### src/sv/tdi_pkg.sv
// ----------------------------------------------------------------------------
// tdi_pkg: shared types and constants
// Register map, widths and queue entry type for the ToF depth block.
// ----------------------------------------------------------------------------
`default_nettype none
package tdi_pkg;
  localparam int FRAME_WIDTH_DEF  = 320;
  localparam int FRAME_HEIGHT_DEF = 240;

  localparam int QDEPTH = 4;

  typedef enum logic [2:0] {
    REG_MODEL   = 3'd0,
    REG_CSQ     = 3'd1,
    REG_CAVG    = 3'd2,
    REG_CDIFF   = 3'd3,
    REG_CCONST  = 3'd4,
    REG_THRF    = 3'd5,
    REG_MAXR    = 3'd6
  } reg_idx_t;

  localparam logic [1:0] MODEL_QUAD = 2'd1;
  localparam logic [1:0] MODEL_DIFF = 2'd2;

  // classified pixel handed from front to back
  typedef struct packed {
    logic        valid;
    logic        last;
    logic [15:0] a;
    logic [15:0] b;
    logic [15:0] amp;
  } pix_t;

  typedef struct packed {
    logic [1:0]  model;
    logic [31:0] csq;
    logic [31:0] cavg;
    logic [31:0] cdiff;
    logic [31:0] cconst;
    logic [15:0] maxr;
  } cfg_t;
endpackage
`default_nettype wire

### src/sv/tdi_div.sv
// ----------------------------------------------------------------------------
// tdi_div: restoring divider
// Unsigned quotient, one bit per cycle.
// ----------------------------------------------------------------------------
`default_nettype none
module tdi_div import tdi_pkg::*; #(
  parameter int NW = 40,
  parameter int DW = 17
) (
  input  wire logic          clk,
  input  wire logic          rst_n,
  input  wire logic          go,
  input  wire logic [NW-1:0] num,
  input  wire logic [DW-1:0] den,
  output logic               done,
  output logic [NW-1:0]      quo
);
  localparam int CW = $clog2(NW + 1);
  logic [NW-1:0] q_r, q_nxt;
  logic [DW:0]   rem_r, rem_nxt;
  logic [DW-1:0] den_r;
  logic [CW-1:0] cnt_r, cnt_nxt;
  logic          busy_r, busy_nxt, done_r, done_nxt;
  logic [DW:0]   trial;

  always_comb begin
    q_nxt = q_r;
    rem_nxt = rem_r;
    cnt_nxt = cnt_r;
    busy_nxt = busy_r;
    done_nxt = 1'b0;
    trial = {rem_r[DW-1:0], q_r[NW-1]};
    if (go) begin
      q_nxt = num;
      rem_nxt = '0;
      cnt_nxt = CW'(NW);
      busy_nxt = 1'b1;
    end else if (busy_r) begin
      if (trial >= {1'b0, den_r}) begin
        rem_nxt = trial - {1'b0, den_r};
        q_nxt = {q_r[NW-2:0], 1'b1};
      end else begin
        rem_nxt = trial;
        q_nxt = {q_r[NW-2:0], 1'b0};
      end
      cnt_nxt = cnt_r - 1'b1;
      if (cnt_r == CW'(1)) begin
        busy_nxt = 1'b0;
        done_nxt = 1'b1;
      end
    end
  end

  always_ff @(posedge clk) begin
    if (!rst_n) begin
      busy_r <= 1'b0;
      done_r <= 1'b0;
      cnt_r <= '0;
    end else begin
      busy_r <= busy_nxt;
      done_r <= done_nxt;
      cnt_r <= cnt_nxt;
    end
    q_r <= q_nxt;
    rem_r <= rem_nxt;
    if (go) den_r <= den;
  end

  assign done = done_r;
  assign quo = q_r;
endmodule
`default_nettype wire

### src/sv/tdi_front.sv
// ----------------------------------------------------------------------------
// tdi_front: statistics pass and pixel classification
// Accumulates nonzero amplitudes, forms the threshold at pass end, and
// classifies depth-pass pixels into the queue.
// ----------------------------------------------------------------------------
`default_nettype none
module tdi_front import tdi_pkg::*; #(
  parameter int PIXEL_LIMIT = 76800
) (
  input  wire logic        clk,
  input  wire logic        rst_n,
  input  wire logic        acc,
  input  wire logic        op,
  input  wire logic [15:0] a,
  input  wire logic [15:0] b,
  input  wire logic [15:0] amp,
  input  wire logic        last,
  input  wire logic [15:0] thr_factor,
  output logic             div_busy,
  output logic             push,
  output pix_t             push_pix
);
  localparam logic [16:0] LIM = 17'(PIXEL_LIMIT);
  logic [32:0] sum_r;
  logic [16:0] cnt_r;
  logic [35:0] thr_r;
  logic        dbusy_r, dgo_r;
  logic [36:0] num_r;
  logic [16:0] den_r;
  logic        ddone;
  logic [36:0] quo;
  logic [32:0] sum_add;
  logic [16:0] cnt_add;
  logic        take;
  logic [35:0] prod;

  assign take = acc && !op && amp != 16'd0 && cnt_r < LIM;
  assign sum_add = take ? sum_r + 33'(amp) : sum_r;
  assign cnt_add = take ? cnt_r + 17'd1 : cnt_r;

  always_ff @(posedge clk) begin
    if (!rst_n) begin
      sum_r <= '0;
      cnt_r <= '0;
      thr_r <= '0;
      dbusy_r <= 1'b0;
      dgo_r <= 1'b0;
    end else begin
      dgo_r <= 1'b0;
      if (acc && !op && last) begin
        sum_r <= '0;
        cnt_r <= '0;
        if (cnt_add == 17'd0) begin
          thr_r <= '0;
        end else begin
          dbusy_r <= 1'b1;
          dgo_r <= 1'b1;
        end
      end else begin
        sum_r <= sum_add;
        cnt_r <= cnt_add;
      end
      if (ddone) begin
        dbusy_r <= 1'b0;
        thr_r <= prod;
      end
    end
    if (acc && !op && last) begin
      num_r <= {sum_add, 4'b0};
      den_r <= cnt_add;
    end
  end

  // mean fits in 20 bits
  assign prod = 36'(quo[19:0]) * 36'(thr_factor);

  tdi_div #(.NW(37), .DW(17)) u_div (
    .clk(clk), .rst_n(rst_n), .go(dgo_r), .num(num_r), .den(den_r),
    .done(ddone), .quo(quo)
  );

  assign div_busy = dbusy_r;
  assign push = acc && op;
  always_comb begin
    push_pix.valid = ({amp, 16'b0} >= thr_r) && a != 16'd0;
    push_pix.last = last;
    push_pix.a = a;
    push_pix.b = b;
    push_pix.amp = amp;
  end
endmodule
`default_nettype wire

### config.mk
export PLATFORM = sky130hd
export DESIGN_NAME = tdi_front
export DESIGN_NICKNAME = d
export VERILOG_FILES = /design/src/sv/tdi_pkg.sv /design/src/sv/tdi_div.sv /design/src/sv/tdi_front.sv
export SDC_FILE = /design/constraint.sdc
export NUM_CORES = 1
export LEC_CHECK = 0
export BUFFER_PORTS_ARGS = -buffer_cell sky130_fd_sc_hd__buf_2
export CAP_MARGIN = 20
export CORE_ASPECT_RATIO = 0.8
export CORE_MARGIN = 2
export CORE_UTILIZATION = 46
export CTS_BUF_LIST = sky130_fd_sc_hd__clkbuf_4 sky130_fd_sc_hd__clkbuf_8
export CTS_CLUSTER_DIAMETER = 30
export DETAILED_ROUTE_END_ITERATION = 10
export GPL_TIMING_DRIVEN = 1
export PLACE_DENSITY_LB_ADDON = 0.3
export REMOVE_ABC_BUFFERS = 1
export SYNTH_ARGS = -nofsm -noshare
export SYNTH_HDL_FRONTEND = slang
export SYNTH_SLANG_ARGS = --single-unit
### constraint.sdc
create_clock -name clk -period 6.5 [get_ports clk]
set_clock_uncertainty 0.1 [all_clocks]
set_input_delay 0.65 -clock clk [delete_from_list [all_inputs] [get_ports clk]]
set_output_delay 0.65 -clock clk [all_outputs]
set_load 0.05 [all_outputs]
==> impl_metrics.env <==
export IMPL_outcome="completed"
export IMPL_synth_top_family_by_area="adder cells"
export IMPL_post_synth_top_count_cell="inv_1"
export IMPL_worstRegToRegCells=22
export IMPL_switching_share=0.444
export IMPL_fin_ws_ns=0.173
export IMPL_synth_cell_types=70
export IMPL_end_kind="flip-flop"
export IMPL_synth_simple_area_share=0.166
export IMPL_p_leak_nw=11.2
export IMPL_row_count=70
export IMPL_hold_viol=0
export IMPL_synth_top_area_frac=0.236
export IMPL_synth_avg_cell_area_sq_um=9.50
export IMPL_diodes=0
export IMPL_synth_edf_count=104
export IMPL_synthArstFlopShare=0
export IMPL_initial_utilization=0.467
export IMPL_grt_max_degree=78
export IMPL_vias=16200
export IMPL_cpMaxStageDelayCell="fa_1"
export IMPL_slew_viol_final=0
export IMPL_ir_worst_vdd_uv=697
export IMPL_crit_fanout=11
export IMPL_clock_sinks=217
export IMPL_hold_ws_ns=0.319
export IMPL_die_w_um=245
export IMPL_final_nets=2881
export IMPL_grt_setup_unrepaired="true"
export IMPL_synth_common_cells="inv_1, nand2_1, fa_1"
export IMPL_yosysTopAreaCell="fa_1"
export IMPL_ys_ff_latch=217
export IMPL_regArea_sq_mm=0.00539
export IMPL_hpwl_um=40300
export IMPL_yosysWarnings=0
export IMPL_synthTopCellsByArea="fa_1, edfxtp_1, dfxtp_1, ha_1, inv_1"
export IMPL_grt_overflow=0
export IMPL_slew_headroom=0.325
export IMPL_place_ws_ns=-0.357
export IMPL_pwr_density_cell_mw_per_mm2=471
export IMPL_drv_cap=0
export IMPL_drt_iter0_drc=1024
export IMPL_power_internal_mw=6.42
export IMPL_arrival_ns=6.68
export IMPL_start_kind="flip-flop"
export IMPL_track_usage=0.219
export IMPL_routabilityCongestion=0.907
export IMPL_syn_area_sq_mm=0.0214
export IMPL_cp_num_buf_inv=6
export IMPL_tritoncts="done"
export IMPL_path_class="flip-flop to flip-flop"
export IMPL_root_buffer="clkbuf_8"
export IMPL_hp_class="flip-flop to flip-flop"
export IMPL_ioPinCount=121
export IMPL_grt_pass1_vias=16500
export IMPL_path_clk_slew_ns=0.06
export IMPL_core_area_sq_mm=0.0458
export IMPL_required_ns=6.85
export IMPL_synthMuxAreaShare=0.0247
export IMPL_final_fill_count=4051
export IMPL_path_cells="buf_12, and2_1, fa_1, fa_1, fa_1, fa_1, fa_1, inv_1, fa_1, inv_1, ha_4, buf_6, o21a_1, a21oi_1, o21ai_0, o211ai_1, buf_4, buf_4, o31ai_4, a21oi_2, xnor2_1, a22o_1"
export IMPL_synthCells=2252
export IMPL_layout_worst_path_cycle_share=0.973
export IMPL_max_freq_ghz=0.158
export IMPL_synth_ff_type="dfxtp_1"
export IMPL_synth_seq_area_share=0.252
export IMPL_fin_crit_ns=6.33
export IMPL_viasPerCell=5.31
export IMPL_first_pass_iters=5
export IMPL_pwr_share_seq=0.137
export IMPL_syn2layout_area_growth_pct=14.7
export IMPL_multiInputGateArea_sq_mm=0.0142
export IMPL_die_area_sq_mm=0.0483
export IMPL_totalWireLength_um=52700
export IMPL_drc=0
export IMPL_tightest_slew_ns=1.01
export IMPL_clkLatencyLatePin_ns=0.58
export IMPL_cts_inserted_buffers=47
export IMPL_htreeDepth=2
export IMPL_numPortBuffers=88
export IMPL_ant_nets=0
export IMPL_synth_compound_area_share=0.0947
export IMPL_antenna_found_initial=0
export IMPL_drive_above_1_share=0.176
export IMPL_finalSetupViolCount=0
export IMPL_min_path_cells=0
export IMPL_synth_xor_area_frac=0.0360
export IMPL_cp_depth=22
export IMPL_grt_pass1_wl_um=85400
export IMPL_p_clk_frac=0.151
export IMPL_die_h_um=197
export IMPL_synthAdderAreaFrac=0.329
export IMPL_p_switching_mw=5.13
export IMPL_cpMostUsedCell="fa_1"
export IMPL_clockBufferDepth=3
export IMPL_post_route_util=0.536
export IMPL_combPwrFrac=0.712
export IMPL_max_stage_delay_ns=0.56
export IMPL_path_delay_family="adder cells"
export IMPL_wl_per_cell_um=17.3
-- cell usage in the layout, fill, tap and decap left out, types with 8 or more instances in the layout --
| master | netlist | routed |
|---|---|---|
| mux2_2 | 38 | 38 |
| buf_2 | 2 | 90 |
| buf_4 | 49 | 131 |
| mux2i_1 | 10 | 10 |
| a21o_1 | 31 | 31 |
| o21a_1 | 14 | 14 |
| dfxtp_1 | 113 | 112 |
| fa_2 | 0 | 9 |
| and3_1 | 19 | 17 |
| inv_1 | 350 | 349 |
| nand4_1 | 20 | 20 |
| nand3_1 | 26 | 26 |
| nor4_1 | 11 | 11 |
| nor2b_1 | 55 | 55 |
| nand2_1 | 267 | 266 |
| clkbuf_8 | 0 | 51 |
| and2_1 | 148 | 140 |
| and2_4 | 1 | 9 |
| or3_1 | 11 | 11 |
| nand2b_1 | 8 | 8 |
| buf_6 | 5 | 14 |
| o211ai_1 | 10 | 10 |
| xnor2_1 | 60 | 60 |
| edfxtp_1 | 104 | 104 |
| o21ai_0 | 38 | 35 |
| xor2_1 | 28 | 28 |
| a211oi_1 | 23 | 22 |
| a21oi_1 | 75 | 67 |
| nor2_1 | 79 | 79 |
| ha_1 | 160 | 155 |
| fa_1 | 252 | 243 |
| nor3_1 | 26 | 26 |
| clkbuf_4 | 0 | 13 |
| a22o_1 | 26 | 26 |
-- final cells by class --
type	count	area share
clock buffer	64	0.0326
clock inverter	22	0.0131
inverter	350	0.0535
multi-input combinational	1539	0.577
sequential	217	0.220
tap	612	0.0312
timing repair buffer	245	0.0730
-- kinds of logic (layout without fill, tap and decap cells) --
kind of cell               count (synthesis)  after routing
DFF                                      217            217
adders and majority gates                412            412
buffers and inverters                    496            681
muxes                                     48             48
xor gates and xnor gates                  88             88
AOI/OAI and AO/OA                        291            291
and+or+nand+nor                          700            700
-- routing by layer --
| metal | share of wire | vias up | track usage |
|---|---|---|---|
| met4 | 0.024 | 0 | 0.0664 |
| met2 | 0.45 | 499 | 0.337 |
| met1 | 0.46 | 8033 | 0.316 |
| met5 | 0 | - | 0 |
| met3 | 0.066 | 83 | 0.0387 |
| li1 | - | 7586 | - |
-- power by group through the flow --
stage                     sequential, mW  combinational (mW)  clock [mW]
final                               1.58                8.22        1.75
after floorplan                     1.59                4.91           0
after detailed placement            1.61                7.41           0
after global placement              1.61                7.29           0
after global routing                1.59                9.09        1.86
after CTS                           1.58                7.60        1.79
-- state kept, by name (all words and copies together), names as in the netlist, 6 cells and up --
signal,count
u_div.quo,37
thr_r,36
num_r,33
sum_r,33
cnt_r,17
den_r,17
u_div.den_r,17
u_div.rem_r,17
u_div.cnt_r,6
-- what timing repair did --
action / in CTS / in global routing
endpoints found under the setup margin: 3 / 11
buffers inserted: 4 / 22
resized for setup: 8 / 59
pin swaps: 3 / 40
cloned: 0 / 4
hold buffers: 0 / 0
-- worst register-to-register path: cells and delay by family (launching register included) --
| family | cells | cell delay (ns) |
|---|---|---|
| AO/OA/AOI/OAI | 7 | 1.12 |
| XOR/XNOR | 1 | 0.15 |
| adder cells (fa/ha/maj) | 7 | 3.47 |
| buffers and inverters | 6 | 0.77 |
| flip-flops | 1 | 0.42 |
| AND/OR/NAND/NOR | 1 | 0.18 |
-- worst paths after layout --
check / startpoint / to / slack [ns]
max: u_div.quo[3] / thr_r[32] / 0.17
min: den_r[10] / u_div.den_r[10] / 0.32
min reg2reg: den_r[10] / u_div.den_r[10] / 0.32
max reg2reg: u_div.quo[3] / thr_r[32] / 0.17
-- stage by stage --
step	power (mW)	cells	TNS [ns]	instance area (sq um)
6_report	11.5	3049	0	24500
2_1_floorplan	6.50	2106	0	20600
5_1_grt	12.5	3049	-0.176	24500
4_1_cts	11.0	3022	0	24000
3_5_place_dp	9.02	2932	-1.96	22800
3_3_place_gp	8.89	2931	-1.92	22800
Power figures use the tool's default switching activity.
