**src/sv/tdi_pkg.sv**
```systemverilog
// ----------------------------------------------------------------------------
// tdi_pkg: shared types and constants
// Register map, widths and queue entry type for the ToF depth block.
// ----------------------------------------------------------------------------
`default_nettype none
package tdi_pkg;
  localparam int FRAME_WIDTH_DEF  = 320;
  localparam int FRAME_HEIGHT_DEF = 240;

  localparam int QDEPTH = 4;

  typedef enum logic [2:0] {
    REG_MODEL   = 3'd0,
    REG_CSQ     = 3'd1,
    REG_CAVG    = 3'd2,
    REG_CDIFF   = 3'd3,
    REG_CCONST  = 3'd4,
    REG_THRF    = 3'd5,
    REG_MAXR    = 3'd6
  } reg_idx_t;

  localparam logic [1:0] MODEL_QUAD = 2'd1;
  localparam logic [1:0] MODEL_DIFF = 2'd2;

  // classified pixel handed from front to back
  typedef struct packed {
    logic        valid;
    logic        last;
    logic [15:0] a;
    logic [15:0] b;
    logic [15:0] amp;
  } pix_t;

  typedef struct packed {
    logic [1:0]  model;
    logic [31:0] csq;
    logic [31:0] cavg;
    logic [31:0] cdiff;
    logic [31:0] cconst;
    logic [15:0] maxr;
  } cfg_t;
endpackage
`default_nettype wire

```
**src/sv/tdi_queue.sv**
```systemverilog
// ----------------------------------------------------------------------------
// tdi_queue: small FIFO between front and back
// Register based, one push and one pop per cycle.
// ----------------------------------------------------------------------------
`default_nettype none
module tdi_queue import tdi_pkg::*; #(
  parameter int DEPTH = QDEPTH
) (
  input  wire logic clk,
  input  wire logic rst_n,
  input  wire logic push,
  input  pix_t      din,
  input  wire logic pop,
  output logic      nempty,
  output logic      full,
  output logic      almost_full,
  output pix_t      dout
);
  localparam int AW = $clog2(DEPTH);
  pix_t          mem_r [DEPTH];
  logic [AW-1:0] wp_r, rp_r;
  logic [AW:0]   cnt_r;

  always_ff @(posedge clk) begin
    if (!rst_n) begin
      wp_r <= '0;
      rp_r <= '0;
      cnt_r <= '0;
    end else begin
      if (push) wp_r <= (wp_r == AW'(DEPTH - 1)) ? '0 : wp_r + 1'b1;
      if (pop) rp_r <= (rp_r == AW'(DEPTH - 1)) ? '0 : rp_r + 1'b1;
      cnt_r <= cnt_r + (AW+1)'(push) - (AW+1)'(pop);
    end
    if (push) mem_r[wp_r] <= din;
  end
  assign nempty = cnt_r != '0;
  assign full = cnt_r == (AW+1)'(DEPTH);
  assign almost_full = cnt_r >= (AW+1)'(DEPTH - 1);
  assign dout = mem_r[rp_r];
endmodule
`default_nettype wire
```
**config.mk**
```make
export PLATFORM = sky130hd
export DESIGN_NAME = tdi_queue
export DESIGN_NICKNAME = d
export VERILOG_FILES = /design/src/sv/tdi_pkg.sv /design/src/sv/tdi_queue.sv
export SDC_FILE = /design/constraint.sdc
export NUM_CORES = 1
export LEC_CHECK = 0
export BUFFER_PORTS_ARGS = -buffer_cell sky130_fd_sc_hd__buf_2
export CORE_MARGIN = 1
export CORE_UTILIZATION = 60
export DETAILED_ROUTE_END_ITERATION = 8
export PLACE_DENSITY = 0.81
export SETUP_SLACK_MARGIN = 0.3
export SLEW_MARGIN = 20
export SYNTH_ARGS = -nofsm -noshare
export SYNTH_HDL_FRONTEND = slang
export SYNTH_SLANG_ARGS = --single-unit
```
**constraint.sdc**
```tcl
create_clock -name clk -period 5.5 [get_ports clk]
set_input_delay 0.275 -clock clk [delete_from_list [all_inputs] [get_ports clk]]
set_output_delay 0.275 -clock clk [all_outputs]
set_load 0.02 [all_outputs]
```
==> flow_metrics.env, run 1 <==
export IMPL_outcome="complete, no violations"
export IMPL_finalHoldViolations=0
export IMPL_setup_viol=0
export IMPL_power_leakage_nw=3.17
export IMPL_final_fill_count=727
export IMPL_synth_nets=372
export IMPL_setup_ws_ps=2950
export IMPL_endpoint_kind="output port"
export IMPL_cp_required_ps=5220
export IMPL_fin_util_pct=73.3
export IMPL_die_h_um=116
export IMPL_min_period_ps=2550
export IMPL_io_pins=107
export IMPL_cts_sinks=209
export IMPL_synthArstFlopShare_pct=0
export IMPL_detail_route_first_pass_iterations=4
export IMPL_drtIter0Drc=232
export IMPL_relSlewSlack_pct=61.0
export IMPL_critPathTopFamily="flip-flops"
export IMPL_drv_slew=0
export IMPL_worstPathBufferInverterCount=2
export IMPL_tightest_slew_ps=585
export IMPL_fmax_mhz=392
export IMPL_layout_drive_gt1_share_pct=43.2
export IMPL_fin_crit_sh_pct=46.4
export IMPL_wire_per_inst_um=20.5
export IMPL_overflow=0
export IMPL_cts_tree="built"
export IMPL_dp_cells=580
export IMPL_cp_start_kind="flop"
export IMPL_rrSetupSlack_ps=3480
export IMPL_min_path_type="input pin to flop"
export IMPL_cp_depth=3
export IMPL_finalNonFillerCells=631
export IMPL_cp_arrival_ps=2280
export IMPL_synth_area_leaders="edfxtp_1 78%, mux4_2 15%, dfxtp_1 2.3%, buf_12 1.3%, ha_1 1.3%"
export IMPL_netlist_area_um2=7730
export IMPL_post_dp_cell_area_um2=8390
export IMPL_yosysTopAreaCell="edfxtp_1"
export IMPL_crit_type="flop to output port"
export IMPL_p_total_mw=3.58
export IMPL_synth_seq_cells=209
export IMPL_hold_ws_ps=12.2
export IMPL_crit_path_top_delay_cell="dfxtp_2"
export IMPL_clkTransAtPathRegs_ps=60
export IMPL_port_buffers=106
export IMPL_min_delay_worst_endpoint="mem_r[3][14]"
export IMPL_ys_top_cells_by_count="200 x edfxtp_1, 50 x mux4_2, 9 x dfxtp_1"
export IMPL_cts_buffers=20
export IMPL_synth_top_area_share_pct=77.7
export IMPL_fin_skew_ps=10.5
export IMPL_rr_worst_depth=4
export IMPL_h_tree_depth=1
export IMPL_place_ws_ps=3310
export IMPL_clock_latency_ps=480
export IMPL_rsz0062_at_grt="false"
export IMPL_grt_pass1_vias=3650
export IMPL_post_cts_buffers=0
export IMPL_gp_congestion=0.704
export IMPL_ant_nets=0
export IMPL_synth_edf_count=200
export IMPL_drcViolationCount=0
export IMPL_r2r_end="mem_r[2][24]"
export IMPL_hpwlAfterDp_um=7590
export IMPL_core_rowCount=41
export IMPL_ys_seq_area_share_pct=80.0
export IMPL_synth_ff_type="edfxtp_1"
export IMPL_core_area_um2=12600
export IMPL_die_w_um=116
export IMPL_cts_path_max_buffers=3
export IMPL_r2r_start="wp_r[0]"
export IMPL_avgSynthCellArea_um2=25.0
export IMPL_viasPerCell=5.57
export IMPL_grt_max_degree=51
export IMPL_yosys_warnings=0
export IMPL_min_delay_start="din[14]"
export IMPL_synth_most_common_cell="edfxtp_1"
export IMPL_power_density_nw_per_um2=388
export IMPL_max_cap_violations=0
export IMPL_area_growth_pct=19.1
export IMPL_synth_cell_types=21
export IMPL_nets=507
export IMPL_ir_drop_uv=269
export IMPL_final_setup_tns_ps=0
export IMPL_worstPathMaxFanout=29
export IMPL_start_util_pct=61.5
export IMPL_path_cells="buf_4 -> mux4_2 -> buf_2"
export IMPL_max_stage_delay_ps=700
export IMPL_stdcell_area_um2=9210
export IMPL_hold_path_depth=1
export IMPL_vias=3516
export IMPL_antenna_found_initial=1
export IMPL_grt_pass1_wl_um=19400
export IMPL_die_area_um2=13300
export IMPL_cts_root_buf="clkbuf_16"
export IMPL_drt_total_wl_um=13000
export IMPL_grtUsageTotal_pct=19.9
export IMPL_syn_instance_count=309
-- cell type report --
class,instances,area [um2],area share [%]
clock inverter,11,128,1.39
multi-input combinational,81,1390,15.1
timing repair buffer,125,718,7.80
antenna,1,2.50,0.0272
inverter,7,26.3,0.285
clock buffer,25,541,5.87
tap,172,215,2.34
sequential,209,6190,67.2
-- sequential cells by signal, indices dropped and copies added, names as in the netlist, named ones only --
signal,cells
cnt_r,3
rp_r,2
mem_r,200
wp_r,2
-- repair_timing --
action / CTS / global route
resized for setup: 0 / 0
hold buffers: 11 / 2
hold endpoints to repair: 41 / 5
-- logic make-up (layout without fill, tap and decap cells) --
group | Yosys count | count (layout) | share of synthesized area, %
AO/OA/AOI/OAI | 3 | 3 | 0.194
XOR/XNOR | 1 | 1 | 0.113
adder cells (fa/ha/maj) | 9 | 9 | 1.55
buffers and inverters | 19 | 168 | 2.15
flip-flops | 209 | 209 | 80.0
multiplexers | 52 | 52 | 14.8
other | 0 | 1 | 0
AND/OR/NAND/NOR | 16 | 16 | 1.18
-- worst max path at each step --
stage | startpoint | end | slack (ps)
final | flop | dout[23] | 2950
after global routing | flop | dout[23] | 2810
after CTS | flop | dout[23] | 2780
after detailed placement | flop | dout[23] | 3310
after global placement | flop | dout[23] | 3300
after floorplan | wp_r[0] | mem_r[2][0] | 3360
-- where the power goes --
part | total [mW] | switching [mW] | leakage (nW) | internal (mW)
logic | 0.352 | 0.201 | 0.937 | 0.151
clock network | 1.37 | 0.535 | 0.324 | 0.837
registers | 1.85 | 0.0347 | 1.91 | 1.82
-- layer usage --
metal  part of all wire, %  GRT usage, %
met1                    41          26.5
met2                    52          33.6
met3                   5.4          3.77
met4                   2.2          7.01
met5                     0             0
-- placed cells by master, fill, tap and decap left out --
master,instances
edfxtp_1,200
buf_2,106
mux4_2,50
clkbuf_16,21
dlygate4sd3_1,13
ha_1,8
inv_1,7
dfxtp_1,7
buf_4,5
and2_2,4
nor2_1,4
clkbuf_1,4
clkinv_1,4
clkinv_2,3
bufinv_16,3
or3b_2,2
nand2b_1,2
a21oi_1,2
mux2i_1,2
diode_2,1
nor3_1,1
o21ai_0,1
nand2_1,1
or3_1,1
and2_1,1
xor2_1,1
fa_1,1
dfxtp_4,1
dfxtp_2,1
clkinvlp_4,1
buf_12,1
Power figures use the tool's default switching activity.
==> run 2: changes to the inputs <==
Settings changed: ABC_AREA from default to 1, CORE_UTILIZATION 60 to 58, PLACE_DENSITY 0.81 to 0.78.
Clock period 5.5 ns to 2.6 ns, I/O delays scaled along.
==> run 2 against run 1 <==
Net effect:
- final cell count grew 91%
- sequential power grew 110%
- total power grew 110%
- clock power grew 93%
- register-to-register slack worse by 2500 ps
- synthesized cell count grew to 2.7 times the previous value
- wire length rose by 32%
==> flow_metrics.env, run 2 <==
export IMPL_overflow=0
export IMPL_viasPerCell=4.86
export IMPL_die_area_um2=15900
export IMPL_internal_power_mw=5.73
export IMPL_layout_drive_gt1_share_pct=14.6
export IMPL_synth_cell_types=17
export IMPL_avgSynthCellArea_um2=10.5
export IMPL_min_path_type="input pin to flop"
export IMPL_cts_tree="built"
export IMPL_grt_pass1_vias=5807
export IMPL_synth_nets=910
export IMPL_crit_type="flop to output port"
export IMPL_wire_per_inst_um=14.2
export IMPL_vias=5850
export IMPL_synth_seq_cells=209
export IMPL_final_common_cell="nand2_1"
export IMPL_clkTransAtPathRegs_ps=60
export IMPL_yosysTopAreaCell="edfxtp_1"
export IMPL_fmax_mhz=454
export IMPL_min_period_ps=2200
export IMPL_cts_root_buf="clkbuf_16"
export IMPL_outcome="complete, no violations"
export IMPL_io_pins=107
export IMPL_top_register="mem_r"
export IMPL_dp_cells=1114
export IMPL_fin_crit_sh_pct=84.7
export IMPL_synth_edf_count=200
export IMPL_cp_common_cell="nand2_1"
export IMPL_setup_viol=0
export IMPL_drv_slew=0
export IMPL_drtIter0Drc=372
export IMPL_worstPathMaxFanout=70
export IMPL_worstPathBufferInverterCount=3
export IMPL_final_cell_mix="262 x nand2_1, 211 x inv_1, 200 x edfxtp_1"
export IMPL_finalHoldViolations=0
export IMPL_comb_power_share_pct=14.0
export IMPL_synth_top_area_share_pct=67.4
export IMPL_power_leakage_nw=5.02
export IMPL_p_switching_mw=1.91
export IMPL_area_growth_pct=20.0
export IMPL_critPathTopFamily="buffers and inverters"
export IMPL_synth_ff_type="edfxtp_1"
export IMPL_rrSetupSlack_ps=950
export IMPL_rr_worst_depth=5
export IMPL_rsz0062_at_grt="false"
export IMPL_ys_top_cells_by_count="262 x nand2_1, 215 x inv_1, 200 x edfxtp_1"
export IMPL_max_cap_violations=0
export IMPL_port_buffers=106
export IMPL_r2r_start="wp_r[1]"
export IMPL_pwr_share_seq_pct=51.4
export IMPL_final_setup_tns_ps=0
export IMPL_hpwlAfterDp_um=9300
export IMPL_reg_top3="mem_r: 200 flops, cnt_r: 3 flops"
export IMPL_path_cells="clkinv_2 -> buf_12 -> nand2_1 -> nand3_1 -> nand2_1 -> buf_2"
export IMPL_drt_total_wl_um=17100
export IMPL_grtUsageTotal_pct=22.4
export IMPL_syn_instance_count=847
export IMPL_h_tree_depth=1
export IMPL_endpoint_kind="output port"
export IMPL_crit_end="dout[27]"
export IMPL_p_clk_share_pct=34.6
export IMPL_antenna_found_initial=1
export IMPL_grt_max_degree=101
export IMPL_min_delay_start="push"
export IMPL_cp_required_ps=2470
export IMPL_synthArstFlopShare_pct=0
export IMPL_detail_route_first_pass_iterations=5
export IMPL_fin_skew_ps=13.4
export IMPL_final_fill_count=1041
export IMPL_grt_pass1_wl_um=28000
export IMPL_gp_congestion=0.712
export IMPL_cp_depth=6
export IMPL_cts_path_max_buffers=3
export IMPL_switching_share_pct=25.0
export IMPL_ant_nets=0
export IMPL_crit_path_top_delay_cell="clkinv_2"
export IMPL_nets=1068
export IMPL_ys_seq_area_share_pct=69.4
export IMPL_tightest_slew_ps=802
export IMPL_cts_buffers=21
export IMPL_finalNonFillerCells=1204
export IMPL_max_stage_delay_ps=370
export IMPL_cp_arrival_ps=2070
export IMPL_ir_drop_uv=534
export IMPL_synth_area_leaders="edfxtp_1 67%, nand2_1 11%, inv_1 9.1%, nand3_1 5.6%, dfxtp_1 2.0%"
export IMPL_seq_area_um2=6190
export IMPL_die_h_um=126
export IMPL_yosys_warnings=0
export IMPL_core_area_um2=14800
export IMPL_multiInputGateArea_um2=1680
export IMPL_netlist_area_um2=8910
export IMPL_post_cts_buffers=0
export IMPL_start_util_pct=60.4
export IMPL_relSlewSlack_pct=46.5
export IMPL_core_rowCount=44
export IMPL_largest_reg_flops=200
export IMPL_power_density_nw_per_um2=715
export IMPL_drcViolationCount=0
export IMPL_die_w_um=126
export IMPL_cp_start_kind="flop"
export IMPL_synth_most_common_cell="nand2_1"
export IMPL_r2r_end="mem_r[1][25]"
export IMPL_cts_sinks=209
export IMPL_clock_latency_ps=490
## run 2: changes by cell type in the layout (fill, tap and decap cells not counted), moves of 8 or more
cell,change
nand2_1,+261
inv_1,+204
nand3_1,+100
mux4_2,-50
dlygate4sd3_1,+39
nor2_1,+8
## run 2: kinds of logic (layout without fill, tap and decap cells)
logic type      Yosys count  after routing  synth area share [%]
flops                   209            209                  69.4
buf+inv                 250            422                  11.7
simple gates            375            375                  17.2
compound gates            3              3                 0.168
xor+xnor                  1              1                0.0983
fa+ha+maj                 9              9                  1.35
other cells               0              1                     0
## run 2: worst reg2reg max path: cells and delay by family, from the launching register on
family | cells | cell delay (ps)
fa+ha+maj | 1 | 150
buf+inv | 3 | 760
flops | 1 | 330
simple gates | 1 | 60
## run 2: worst min path at each step
stage | end | cells after the start | slack [ps]
after global placement | mem_r[1][32] | 1 | 340
after global routing | wp_r[1] | 4 | 90
after floorplan | cnt_r[0] | 2 | 220
after detailed placement | mem_r[0][7] | 1 | 340
final | wp_r[1] | 4 | 30
after CTS | wp_r[1] | 4 | 20
## run 2: timing repair
item                                    in CTS  in global routing
endpoints found under the hold margin      209                  0
endpoints found under the setup margin      10                  0
resized for setup                            1                  0
hold buffers                                52                  0
## run 2: metrics by stage
| stage | util (%) | power, mW | hold slack (ps) | instance area (um2) | setup slack (ps) |
|---|---|---|---|---|---|
| after floorplan | - | 4.67 | 223 | 8910 | 631 |
| after global placement | 64.9 | 4.98 | 343 | 9570 | 801 |
| after detailed placement | 64.9 | 5.01 | 344 | 9570 | 781 |
| after CTS | 72.4 | 7.68 | 18.6 | 10700 | 387 |
| after global routing | 72.4 | 7.93 | 90.9 | 10700 | 300 |
| final | 72.4 | 7.64 | 30.8 | 10700 | 397 |
## run 2: layout make-up
| cell class | count | area share (%) |
|---|---|---|
| Inverter | 217 | 7.63 |
| Sequential cell | 209 | 57.9 |
| Tap cell | 184 | 2.15 |
| Clock inverter | 7 | 0.293 |
| Timing Repair Buffer | 168 | 11.0 |
| Antenna cell | 1 | 0.0234 |
| Clock buffer | 30 | 5.23 |
| Multi-Input combinational cell | 388 | 15.7 |
## run 2: metal layers
metal / share of wire, % / vias up / wire [um] / GRT usage [%]
met3: 4.4 / 23 / 757 / 2.89
met1: 43 / 2725 / 7390 / 29.2
met5: 0 / - / 0 / 0
li1: - / 2952 / - / -
met4: 1.5 / 0 / 249 / 5.81
met2: 51 / 150 / 8670 / 39.9
## run 2: power by group through the flow
stage / clock network (mW) / logic, mW / registers [mW]
after global placement: 0 / 0.986 / 3.99
after CTS: 2.67 / 1.08 / 3.93
after global routing: 2.80 / 1.19 / 3.94
after detailed placement: 0 / 1.01 / 4.00
after floorplan: 0 / 0.681 / 3.99
final: 2.64 / 1.07 / 3.93
